===== config.mk =====
export PLATFORM = sky130hd
export DESIGN_NAME = pcg32_ranged_integer_generator
export DESIGN_NICKNAME = d
export VERILOG_FILES = /design/src/hdl/pcg32_pkg.sv /design/src/hdl/pcg32_ranged_integer_generator.sv
export VERILOG_INCLUDE_DIRS = /design/src /design/src/hdl
export SDC_FILE = /design/constraint.sdc
export NUM_CORES = 2
export LEC_CHECK = 0
export ABC_AREA = 1
export BUFFER_PORTS_ARGS = -buffer_cell sky130_fd_sc_hd__buf_2
export CORE_MARGIN = 1
export CORE_UTILIZATION = 35
export CTS_CLUSTER_DIAMETER = 150
export CTS_CLUSTER_SIZE = 14
export DETAILED_ROUTE_END_ITERATION = 16
export GPL_TIMING_DRIVEN = 0
export SYNTH_ARGS = -nofsm -noshare
export SYNTH_HDL_FRONTEND = slang
export SYNTH_SLANG_ARGS = --single-unit

===== constraint.sdc =====
create_clock -name clk -period 27.2 [get_ports clk]
set_input_delay 4.08 -clock clk [delete_from_list [all_inputs] [get_ports clk]]
set_output_delay 4.08 -clock clk [all_outputs]
set_load 0.01 [all_outputs]

===== src/hdl/pcg32_ranged_integer_generator_macros.svh =====
// Assertion macros shared by the generator RTL.
`ifndef PCG32_RANGED_INTEGER_GENERATOR_MACROS_SVH
`define PCG32_RANGED_INTEGER_GENERATOR_MACROS_SVH

// Condition implies expression in the same cycle.
`define PCG_ASSERT_NOW(label, clk, rst, cond, expr, msg) \
  label: assert property (@(posedge clk) disable iff (rst) (cond) |-> (expr)) else $error(msg);

// Condition implies expression in the following cycle.
`define PCG_ASSERT_NEXT(label, clk, rst, cond, expr, msg) \
  label: assert property (@(posedge clk) disable iff (rst) (cond) |=> (expr)) else $error(msg);

`endif


===== src/hdl/pcg32_pkg.sv =====
// Package with constants, types and the output permutation of the generator.
package pcg32_pkg;

  localparam logic [63:0] LcgMult     = 64'h5851_F42D_4C95_7F2D;
  localparam logic [62:0] ResetStream = 63'd1;
  localparam logic [63:0] ResetSeed   = 64'd0;
  // state after reseeding with seed 0 and increment 3: (3 + 0) * mult + 3
  localparam logic [63:0] ResetState  = 64'd3 * LcgMult + 64'd3;

  localparam int unsigned XsShift   = 18;
  localparam int unsigned XsTake    = 27;
  localparam int unsigned RotLsb    = 59;
  localparam int unsigned MulChunk  = 16;
  localparam int unsigned MulSteps  = 64 / MulChunk;

  // register indexes of the configuration port
  localparam logic CfgSeed   = 1'b0;
  localparam logic CfgStream = 1'b1;

  // request codes
  localparam logic OpRaw    = 1'b0;
  localparam logic OpRanged = 1'b1;

  typedef enum logic [2:0] {
    ST_IDLE,
    ST_SEED,
    ST_MUL,
    ST_INC,
    ST_RANGE,
    ST_DIV,
    ST_SUM,
    ST_DONE
  } seq_state_t;

  // XSH-RR: xor-shift, take 32 bits, rotate right by the top five bits
  function automatic logic [31:0] xsh_rr(input logic [63:0] old);
    logic [63:0] mixed;
    logic [31:0] xs;
    logic [4:0]  rot;
    logic [63:0] doubled;
    mixed   = (old >> XsShift) ^ old;
    xs      = mixed[XsTake +: 32];
    rot     = old[RotLsb +: 5];
    doubled = {xs, xs} >> rot;
    return doubled[31:0];
  endfunction

endpackage


===== src/hdl/pcg32_ranged_integer_generator.sv =====
// PCG32 XSH-RR generator with raw and bounded integer requests.
//
//  channel | handshake            | payload
//  --------+----------------------+-------------------------------------
//  cfg     | cfg_we               | cfg_index, cfg_data (seed / stream)
//  in      | in_valid / in_ready  | op, bound_a, bound_b
//  out     | out_valid / out_ready| value, range_fault, state_after
//
// Steps: a raw request runs the 4-step 16x64 multiplier and then adds the
// increment; a ranged request then also runs the 32-step restoring remainder
// loop, which it skips when the range wraps, and adds the low bound. All steps
// share the one 64-bit adder.
// A configuration write starts a reseed; in_ready stays low meanwhile.
// Reset is synchronous and loads the state of seed 0, stream 1 at once.
// A finished result waits in the output register; the next input beat is
// taken as soon as the sequencer has moved the result there.
module pcg32_ranged_integer_generator (
  input  logic               clk,
  input  logic               rst,
  input  logic               cfg_we,
  input  logic               cfg_index,
  input  logic [63:0]        cfg_data,
  input  logic               in_valid,
  output logic               in_ready,
  input  logic               op,
  input  logic signed [63:0] bound_a,
  input  logic signed [63:0] bound_b,
  output logic               out_valid,
  input  logic               out_ready,
  output logic signed [63:0] value,
  output logic               range_fault,
  output logic [63:0]        state_after
);

  `include "pcg32_ranged_integer_generator_macros.svh"

  pcg32_pkg::seq_state_t st, st_next;

  // configuration and generator state
  logic [63:0] seed;
  logic [62:0] stream;
  logic [63:0] lcg_state;
  logic [63:0] lcg_inc;

  // working registers
  logic        reseeding;
  logic        op_q;
  logic [4:0]  cnt;
  logic [63:0] mcand;
  logic [63:0] acc;
  logic [31:0] rbits;
  logic [63:0] lo;
  logic [63:0] hi;
  logic [63:0] span;
  logic [31:0] rem;
  logic [63:0] res_value;
  logic        res_fault;

  // shared adder and multiplier
  logic [63:0] add_a, add_b;
  logic        add_cin;
  logic [64:0] add_full;
  logic [63:0] add_sum;
  logic        add_carry;
  logic [15:0] mul_chunk;
  logic [79:0] mul_full;
  logic [63:0] mul_term;
  logic [32:0] rem_shift;

  logic in_beat;
  logic out_free;
  logic range_wrap;

  assign lcg_inc   = {stream, 1'b1};
  assign in_beat   = in_valid && in_ready;
  assign out_free  = !out_valid || out_ready;

  // one 16-bit slice of the multiplicand per step, weighted by its position
  always_comb begin
    unique case (cnt[1:0])
      2'd0:    mul_chunk = mcand[15:0];
      2'd1:    mul_chunk = mcand[31:16];
      2'd2:    mul_chunk = mcand[47:32];
      default: mul_chunk = mcand[63:48];
    endcase
  end

  assign mul_full = 80'(mul_chunk) * 80'(pcg32_pkg::LcgMult);
  assign mul_term = mul_full[63:0] << {cnt[1:0], 4'b0000};

  assign rem_shift = {rem, rbits[31]};

  assign add_full   = {1'b0, add_a} + {1'b0, add_b} + 65'(add_cin);
  assign add_sum    = add_full[63:0];
  assign add_carry  = add_full[64];
  assign range_wrap = &add_sum;

  // next state
  always_comb begin
    st_next = st;
    priority if (cfg_we) begin
      st_next = pcg32_pkg::ST_SEED;
    end else begin
      unique case (st)
        pcg32_pkg::ST_IDLE:  if (in_valid) st_next = pcg32_pkg::ST_MUL;
        pcg32_pkg::ST_SEED:  st_next = pcg32_pkg::ST_MUL;
        pcg32_pkg::ST_MUL: begin
          if (cnt[1:0] == 2'(pcg32_pkg::MulSteps - 1)) st_next = pcg32_pkg::ST_INC;
        end
        pcg32_pkg::ST_INC: begin
          if (reseeding) st_next = pcg32_pkg::ST_IDLE;
          else if (op_q == pcg32_pkg::OpRaw) st_next = pcg32_pkg::ST_DONE;
          else st_next = pcg32_pkg::ST_RANGE;
        end
        pcg32_pkg::ST_RANGE: begin
          st_next = range_wrap ? pcg32_pkg::ST_DONE : pcg32_pkg::ST_DIV;
        end
        pcg32_pkg::ST_DIV:   if (&cnt) st_next = pcg32_pkg::ST_SUM;
        pcg32_pkg::ST_SUM:   st_next = pcg32_pkg::ST_DONE;
        pcg32_pkg::ST_DONE:  if (out_free) st_next = pcg32_pkg::ST_IDLE;
        default:             st_next = pcg32_pkg::ST_IDLE;
      endcase
    end
  end

  // sequencer outputs: ready and the operands of the shared adder
  always_comb begin
    in_ready = (st == pcg32_pkg::ST_IDLE) && !cfg_we;
    add_a    = '0;
    add_b    = '0;
    add_cin  = 1'b0;
    unique case (st)
      pcg32_pkg::ST_SEED: begin
        // state 0 stepped once is just the increment; add the seed
        add_a = lcg_inc;
        add_b = seed;
      end
      pcg32_pkg::ST_MUL: begin
        add_a = acc;
        add_b = mul_term;
      end
      pcg32_pkg::ST_INC: begin
        add_a = acc;
        add_b = lcg_inc;
      end
      pcg32_pkg::ST_RANGE: begin
        // hi - lo; the range is this plus one
        add_a   = hi;
        add_b   = ~lo;
        add_cin = 1'b1;
      end
      pcg32_pkg::ST_DIV: begin
        // partial remainder minus range; carry out means it fits
        add_a = 64'(rem_shift);
        add_b = ~span;
      end
      pcg32_pkg::ST_SUM: begin
        add_a = lo;
        add_b = 64'(rem);
      end
      default: begin
        add_a = '0;
      end
    endcase
  end

  always_ff @(posedge clk) begin
    if (rst) begin
      st          <= pcg32_pkg::ST_IDLE;
      seed        <= pcg32_pkg::ResetSeed;
      stream      <= pcg32_pkg::ResetStream;
      lcg_state   <= pcg32_pkg::ResetState;
      reseeding   <= 1'b0;
      out_valid   <= 1'b0;
      cnt         <= '0;
    end else begin
      st <= st_next;

      if (cfg_we) begin
        unique case (cfg_index)
          pcg32_pkg::CfgSeed:   seed   <= cfg_data;
          pcg32_pkg::CfgStream: stream <= cfg_data[62:0];
          default:              seed   <= seed;
        endcase
      end

      // raise the output beat as a result moves out, drop it once taken
      if (st == pcg32_pkg::ST_DONE && out_free) begin
        out_valid <= 1'b1;
      end else if (out_valid && out_ready) begin
        out_valid <= 1'b0;
      end

      unique case (st)
        pcg32_pkg::ST_IDLE: begin
          if (in_beat) begin
            op_q      <= op;
            mcand     <= lcg_state;
            acc       <= '0;
            cnt       <= '0;
            reseeding <= 1'b0;
            rbits     <= pcg32_pkg::xsh_rr(lcg_state);
            if (bound_a > bound_b) begin
              lo <= bound_b;
              hi <= bound_a;
            end else begin
              lo <= bound_a;
              hi <= bound_b;
            end
          end
        end
        pcg32_pkg::ST_SEED: begin
          mcand     <= add_sum;
          acc       <= '0;
          cnt       <= '0;
          reseeding <= 1'b1;
        end
        pcg32_pkg::ST_MUL: begin
          acc <= add_sum;
          cnt <= (cnt[1:0] == 2'(pcg32_pkg::MulSteps - 1)) ? '0 : cnt + 5'd1;
        end
        pcg32_pkg::ST_INC: begin
          lcg_state <= add_sum;
          reseeding <= 1'b0;
          res_value <= 64'(rbits);
          res_fault <= 1'b0;
        end
        pcg32_pkg::ST_RANGE: begin
          span      <= add_sum;
          rem       <= '0;
          cnt       <= '0;
          res_value <= lo;
          res_fault <= range_wrap;
        end
        pcg32_pkg::ST_DIV: begin
          // restoring remainder, one dividend bit a step
          rem   <= add_carry ? add_sum[31:0] : rem_shift[31:0];
          rbits <= rbits << 1;
          cnt   <= cnt + 5'd1;
        end
        pcg32_pkg::ST_SUM: begin
          res_value <= add_sum;
          res_fault <= 1'b0;
        end
        pcg32_pkg::ST_DONE: begin
          if (out_free) begin
            value       <= $signed(res_value);
            range_fault <= res_fault;
            state_after <= lcg_state;
          end
        end
        default: begin
          cnt <= '0;
        end
      endcase
    end
  end

  `PCG_ASSERT_NEXT(a_busy_after_beat, clk, rst, in_beat, !in_ready, "ready after an input beat")
  `PCG_ASSERT_NEXT(a_busy_after_cfg, clk, rst, cfg_we, !in_ready, "ready during reseed")
  `PCG_ASSERT_NOW(a_rem_in_range, clk, rst, st == pcg32_pkg::ST_DIV, 64'(rem) <= span, "remainder out of range")

endmodule


Word level (Yosys, flattened, before mapping)
Index checks and enable logic that the tools add are counted.

Register bits after elaboration: 780. Bits in latches: 0. Bits in writable memories: 0. ROM bits: 0. Input bits: 199. Word-level logic and storage cells: 123. Memories kept: 0.

Add/sub/neg operators: 3. Multiply operators: 1. Divide/modulo/power cells: 0. Magnitude comparators: 1. Eq/ne operators: 19. Shifts and indexed selects: 2. Mux-type cells: 32. Bitwise logic cells: 5. Reductions and logical operators: 39.

Operators with widths (number): $pmux W64 S3 (2); $pmux W64 S6 (1); $pmux W64 S5 (1); $mux W64 (4); $not A64 Y64 (2); $pmux W32 S2 (2); $pmux W64 S2 (1); $add A64 B64 Y65 (1); $add A65 B1 Y65 (1); $gt A64 B64 Y1 (1); $mul A16 B63 Y64 const B (1); $mux W32 (2); $reduce_and A64 Y1 (1); $shl A64 B6 Y64 (1); $shr A64 B5 Y32 (1); $xor A46 B59 Y59 (1); $pmux W16 S3 (1); $pmux W3 S8 (1); $pmux W5 S4 (1); $reduce_and A2 Y1 (8); $mux W3 (5); $reduce_and A3 Y1 (5); $eq A3 B3 Y1 const B (4); $ne A3 B3 Y1 const B (4); other kinds (23) (50).

Longest topological paths before layout
Depth after elaboration: 11. Depth in mapped cells: 59.

Worst setup path before layout
OpenSTA, ideal clock, no wires.

Kind: input to register. Start point: input rst. End point: register range_fault (enable). Setup time: 0.775 ns. Arrival time: 13.028 ns. Setup slack: 13.397 ns. Stages on the path: 2. Path buffers: 1. Path through: clkbuf_1 -> nor3_1.

Word-level cells in the longest chain between the ends: 2.

RTL lines: start, declared (RTL line pcg32_ranged_integer_generator.sv:19) `input logic rst,`; $not A1 Y1 (no line); $reduce_and A3 Y1 (no line); end signal, assigned (RTL line pcg32_ranged_integer_generator.sv:248) `range_fault <= res_fault;`; end, declared (RTL line pcg32_ranged_integer_generator.sv:31) `output logic range_fault,`.

Every way passes these cells. A chain may end at the register's enable or synchronous reset.

Worst setup path after layout
Start point: register cnt[0]. End point: register st[1].

Word-level cells in the longest chain between the ends: 10.

RTL lines: start, declared (RTL line pcg32_ranged_integer_generator.sv:48) `logic [4:0] cnt;`; start signal, assigned (RTL line pcg32_ranged_integer_generator.sv:220) `cnt <= (cnt[1:0] == 2'(pcg32_pkg::MulSteps - 1)) ? '0 : cnt + 5'd1;`; start signal, assigned (RTL line pcg32_ranged_integer_generator.sv:239) `cnt <= cnt + 5'd1;`; $eq A2 B2 Y1 (tied with other cells) (RTL line pcg32_ranged_integer_generator.sv:80) `unique case (cnt[1:0])`; $pmux W16 S3 (RTL line pcg32_ranged_integer_generator.sv:80); $mul A16 B63 Y64 (RTL line pcg32_ranged_integer_generator.sv:88) `assign mul_full = 80'(mul_chunk) * 80'(pcg32_pkg::LcgMult);`; $shl A64 B6 Y64 (*) (RTL line pcg32_ranged_integer_generator.sv:89) `assign mul_term = mul_full[63:0] << {cnt[1:0], 4'b0000};`; $pmux W64 S6 (*) (RTL line pcg32_ranged_integer_generator.sv:132) `unique case (st)`; $add A64 B64 Y65 (*) (RTL line pcg32_ranged_integer_generator.sv:93) `assign add_full = {1'b0, add_a} + {1'b0, add_b} + 65'(add_cin);`; $add A65 B1 Y65 (*) (RTL line pcg32_ranged_integer_generator.sv:93); named net add_full[54] (RTL line pcg32_ranged_integer_generator.sv:62) `logic [64:0] add_full;`; $reduce_and A64 Y1 (*) (RTL line pcg32_ranged_integer_generator.sv:96) `assign range_wrap = &add_sum;`; $mux W2 (*) (RTL line pcg32_ranged_integer_generator.sv:116) `st_next = range_wrap ? pcg32_pkg::ST_DONE : pcg32_pkg::ST_DIV;`; $pmux W3 S8 (*) (RTL line pcg32_ranged_integer_generator.sv:104) `unique case (st)`; end signal, assigned (RTL line pcg32_ranged_integer_generator.sv:169) `st <= pcg32_pkg::ST_IDLE;`; end signal, assigned (RTL line pcg32_ranged_integer_generator.sv:177) `st <= st_next;`; end, declared (RTL line pcg32_ranged_integer_generator.sv:37) `pcg32_pkg::seq_state_t st, st_next;`.

Mark *: on every way through the listed nets, which the timed path passes. The rest lies on a longest branch.

==> flow_metrics.py <==
metrics = {
    "outcome": {
        "status": "finished with violations",
        "violations": "capacitance limit, slew limit",
    },
    "critical_path": {
        "cpMaxStageDelayCell": "o21ai_0",
        "startpoint": "cnt[0]$_SDFFE_PP0P_",
        "cp_max_fo": 11,
        "end_kind": "flip-flop",
        "cp.arrival_ns": 15.73,
        "slowest_delay_ns": 1.08,
        "required_ns": 27.86,
        "r2r-start": "cnt[0]$_SDFFE_PP0P_",
        "worstSetupPathType": "flip-flop to flip-flop",
        "worstSetupStartpointType": "flip-flop",
        "worst_path_most_repeated_cell": "nand2_1",
    },
    "drt": {
        "drt_iter0_drc": 8087,
        "wl_met3_um": 33400,
        "dr.pass1.iters": 7,
        "met2WireLength_um": 113000,
        "drc": 0,
        "routed.top_layer": "met5",
        "wl_met1_um": 107000,
        "ant_nets": 0,
        "vias": 51752,
        "post_drt_wl_per_cell_um": 30.1,
        "finalWirelength_um": 272000,
        "via_per_inst": 5.73,
    },
    "synthesis": {
        "synth_cells": 6487,
        "ys_seq_area_frac": 0.385,
        "ys_ff_latch": 780,
        "synth_edf_count": 579,
        "yosysWarnings": 0,
        "ys_types": 64,
        "synth.cell_area_um2": 55600,
        "syn_nets": 7354,
        "async_flop_share": 0,
        "avgSynthCellArea_um2": 8.57,
        "ys.flop_type": "edfxtp_1",
    },
    "floorplanning": {
        "die_w_um": 401,
        "core-area_um2": 157000,
        "floorplan.initialDensity": 0.354,
        "die_height_um": 401,
        "ios": 330,
        "rows": 145,
        "dieArea_um2": 160000,
    },
    "job": {
        "maxCapViolCount": 7,
    },
    "placed_design": {
        "gp_congestion": 1.10,
        "hpwl_um": 225000,
        "io_buffer_count": 329,
    },
    "final_layout": {
        "layout-drive-gt1-share": 0.0821,
        "synthToLayoutAreaGrowth_pct": 12.3,
        "n_fill_cell": 16058,
        "fin_nets": 7783,
    },
    "global_route": {
        "gr-usage-all-layers": 0.329,
        "grt_pass1_vias": 49350,
        "grt_max_degree": 38,
        "overflow": 0,
        "antenna_found_initial": 23,
        "grt_pass1_wl_um": 373000,
    },
    "clock_network": {
        "numCtsBuffers": 67,
        "cts_resized": 0,
        "cts_setup_buffers": 0,
        "cts_max_level": 3,
        "hold_buffers": 0,
        "clockBufferDepth": 3,
        "cts_sinks": 780,
        "clk_latency_ns": 0.72,
        "cts_tree": "done",
        "clkSlewWorstSetupHoldPaths_ns": 0.08,
        "root_buffer": "clkbuf_16",
    },
    "timing": {
        "max_freq_mhz": 66.4,
        "drv_slew": 64,
        "skew_ns": 0.0433,
        "fin_crit_sh": 0.554,
        "worstMarginPinSlew_ns": 1.61,
        "period_minus_slack_ns": 15.07,
        "setup_violations": 0,
        "finalHoldViolCount": 0,
        "rsz0062_at_grt": "no",
        "fin_tns_setup_ns": 0,
        "slew_headroom": -0.0706,
    },
    "hold_path": {
        "hold_class": "flip-flop to flip-flop",
        "hp-start": "res_value[3]$_DFFE_PP_",
    },
}
[layout by cell type (no fill, tap or decap), types with 14 or more instances in the layout]
| cell | netlist | routed |
|---|---|---|
| o21bai_1 | 16 | 16 |
| or2_2 | 20 | 20 |
| nand2_1 | 1158 | 1158 |
| ha_1 | 360 | 360 |
| a22oi_1 | 27 | 27 |
| nand2_2 | 14 | 14 |
| edfxtp_1 | 579 | 579 |
| a31oi_1 | 22 | 20 |
| o211ai_1 | 56 | 56 |
| nand4_1 | 54 | 54 |
| buf_1 | 29 | 29 |
| xor2_1 | 61 | 60 |
| fa_1 | 308 | 308 |
| mux2i_1 | 35 | 35 |
| xnor2_1 | 24 | 23 |
| a221oi_1 | 65 | 65 |
| nand3_1 | 174 | 174 |
| dfxtp_1 | 201 | 201 |
| o21ai_0 | 683 | 682 |
| a21oi_1 | 341 | 338 |
| inv_1 | 1079 | 1079 |
| buf_12 | 0 | 16 |
| o221ai_1 | 47 | 47 |
| nor2_1 | 564 | 559 |
| inv_2 | 16 | 16 |
| nor3_1 | 21 | 20 |
| o22ai_1 | 90 | 90 |
| a21o_1 | 19 | 19 |
| buf_2 | 21 | 350 |
| clkbuf_16 | 0 | 67 |
| o2111ai_1 | 42 | 42 |
| clkbuf_1 | 219 | 264 |
[metal layers]
layer  vias up  GRT usage
met5         -          0
met4        26      0.180
met3       754      0.101
met2      3378      0.483
met1     25077      0.431
li1      22517          -
[stage by stage]
step	utilization	cells	hold slack, ns	cell area (um2)	worst slack (ns)
floorplan	-	6487	0.400	55600	13.40
global placement	0.381	8874	0.404	59800	7.28
detailed placement	0.385	8905	0.405	60400	12.52
CTS	0.398	9028	0.416	62400	12.47
global route	0.398	9028	0.426	62400	11.87
finish	0.398	9034	0.414	62400	12.13
[worst paths after layout]
kind	to	slack [ns]	cells past startpoint
setup / recovery	st[1]$_SDFFE_PP0P_	12.13	45
hold / removal	value[3]$_DFFE_PP_	0.41	0
setup reg to reg	st[1]$_SDFFE_PP0P_	12.13	45
hold reg to reg	value[3]$_DFFE_PP_	0.41	0
[registers in the layout, summed over array words and instances, names as in the netlist]
signal	count
acc	64
hi	64
lcg_state	64
lo	64
mcand	64
res_value	64
seed	64
span	64
state_after	64
value	64
stream	63
rbits	32
rem	32
cnt	5
st	3
op_q	1
out_valid	1
range_fault	1
res_fault	1
reseeding	1
[cells by family after synthesis]
logic type	synth area share
AND/OR/NAND/NOR	0.150
AO/OA/AOI/OAI	0.156
buffers and inverters	0.0927
flip-flops	0.385
adder cells (fa/ha/maj)	0.192
XOR/XNOR	0.0177
multiplexers	0.00630
[cell usage after synthesis, types with 27 or more instances]
master	count	area, um2
nand4_1	54	338
nor2_1	564	2120
nand2_1	1158	4350
o22ai_1	90	563
a221oi_1	65	569
o211ai_1	56	420
fa_1	308	6170
xor2_1	61	534
o21ai_0	683	3420
buf_1	29	109
edfxtp_1	579	17400
clkbuf_1	219	822
ha_1	360	4500
a21oi_1	341	1710
o221ai_1	47	412
dfxtp_1	201	4020
nand3_1	174	871
mux2i_1	35	350
a22oi_1	27	203
o2111ai_1	42	368
inv_1	1079	4050
[cell type report]
cell class,instances,area (um2),share of cell area
Antenna cell,6,15.0,0.000240
Buffer,269,1040,0.0166
Clock buffer,113,1850,0.0296
Clock inverter,10,153,0.00244
Inverter,1098,4120,0.0660
Multi-Input combinational cell,4340,29100,0.467
Sequential cell,780,21400,0.343
Tap cell,2058,2570,0.0412
Timing Repair Buffer,360,2130,0.0341
[worst max-delay path, delay by kind of cell, from the launching register on]
kind / cells / cell delay, ns
AOI/OAI and AO/OA: 9 / 3.65
xor gates and xnor gates: 2 / 1.45
DFF: 1 / 0.53
buffers and inverters: 10 / 2.44
and+or+nand+nor: 15 / 2.09
adders and majority gates: 9 / 4.77
Power is left out: the tool's default activity adds up to more than one toggle a clock period on the data nets, which glitch-free logic cannot reach.
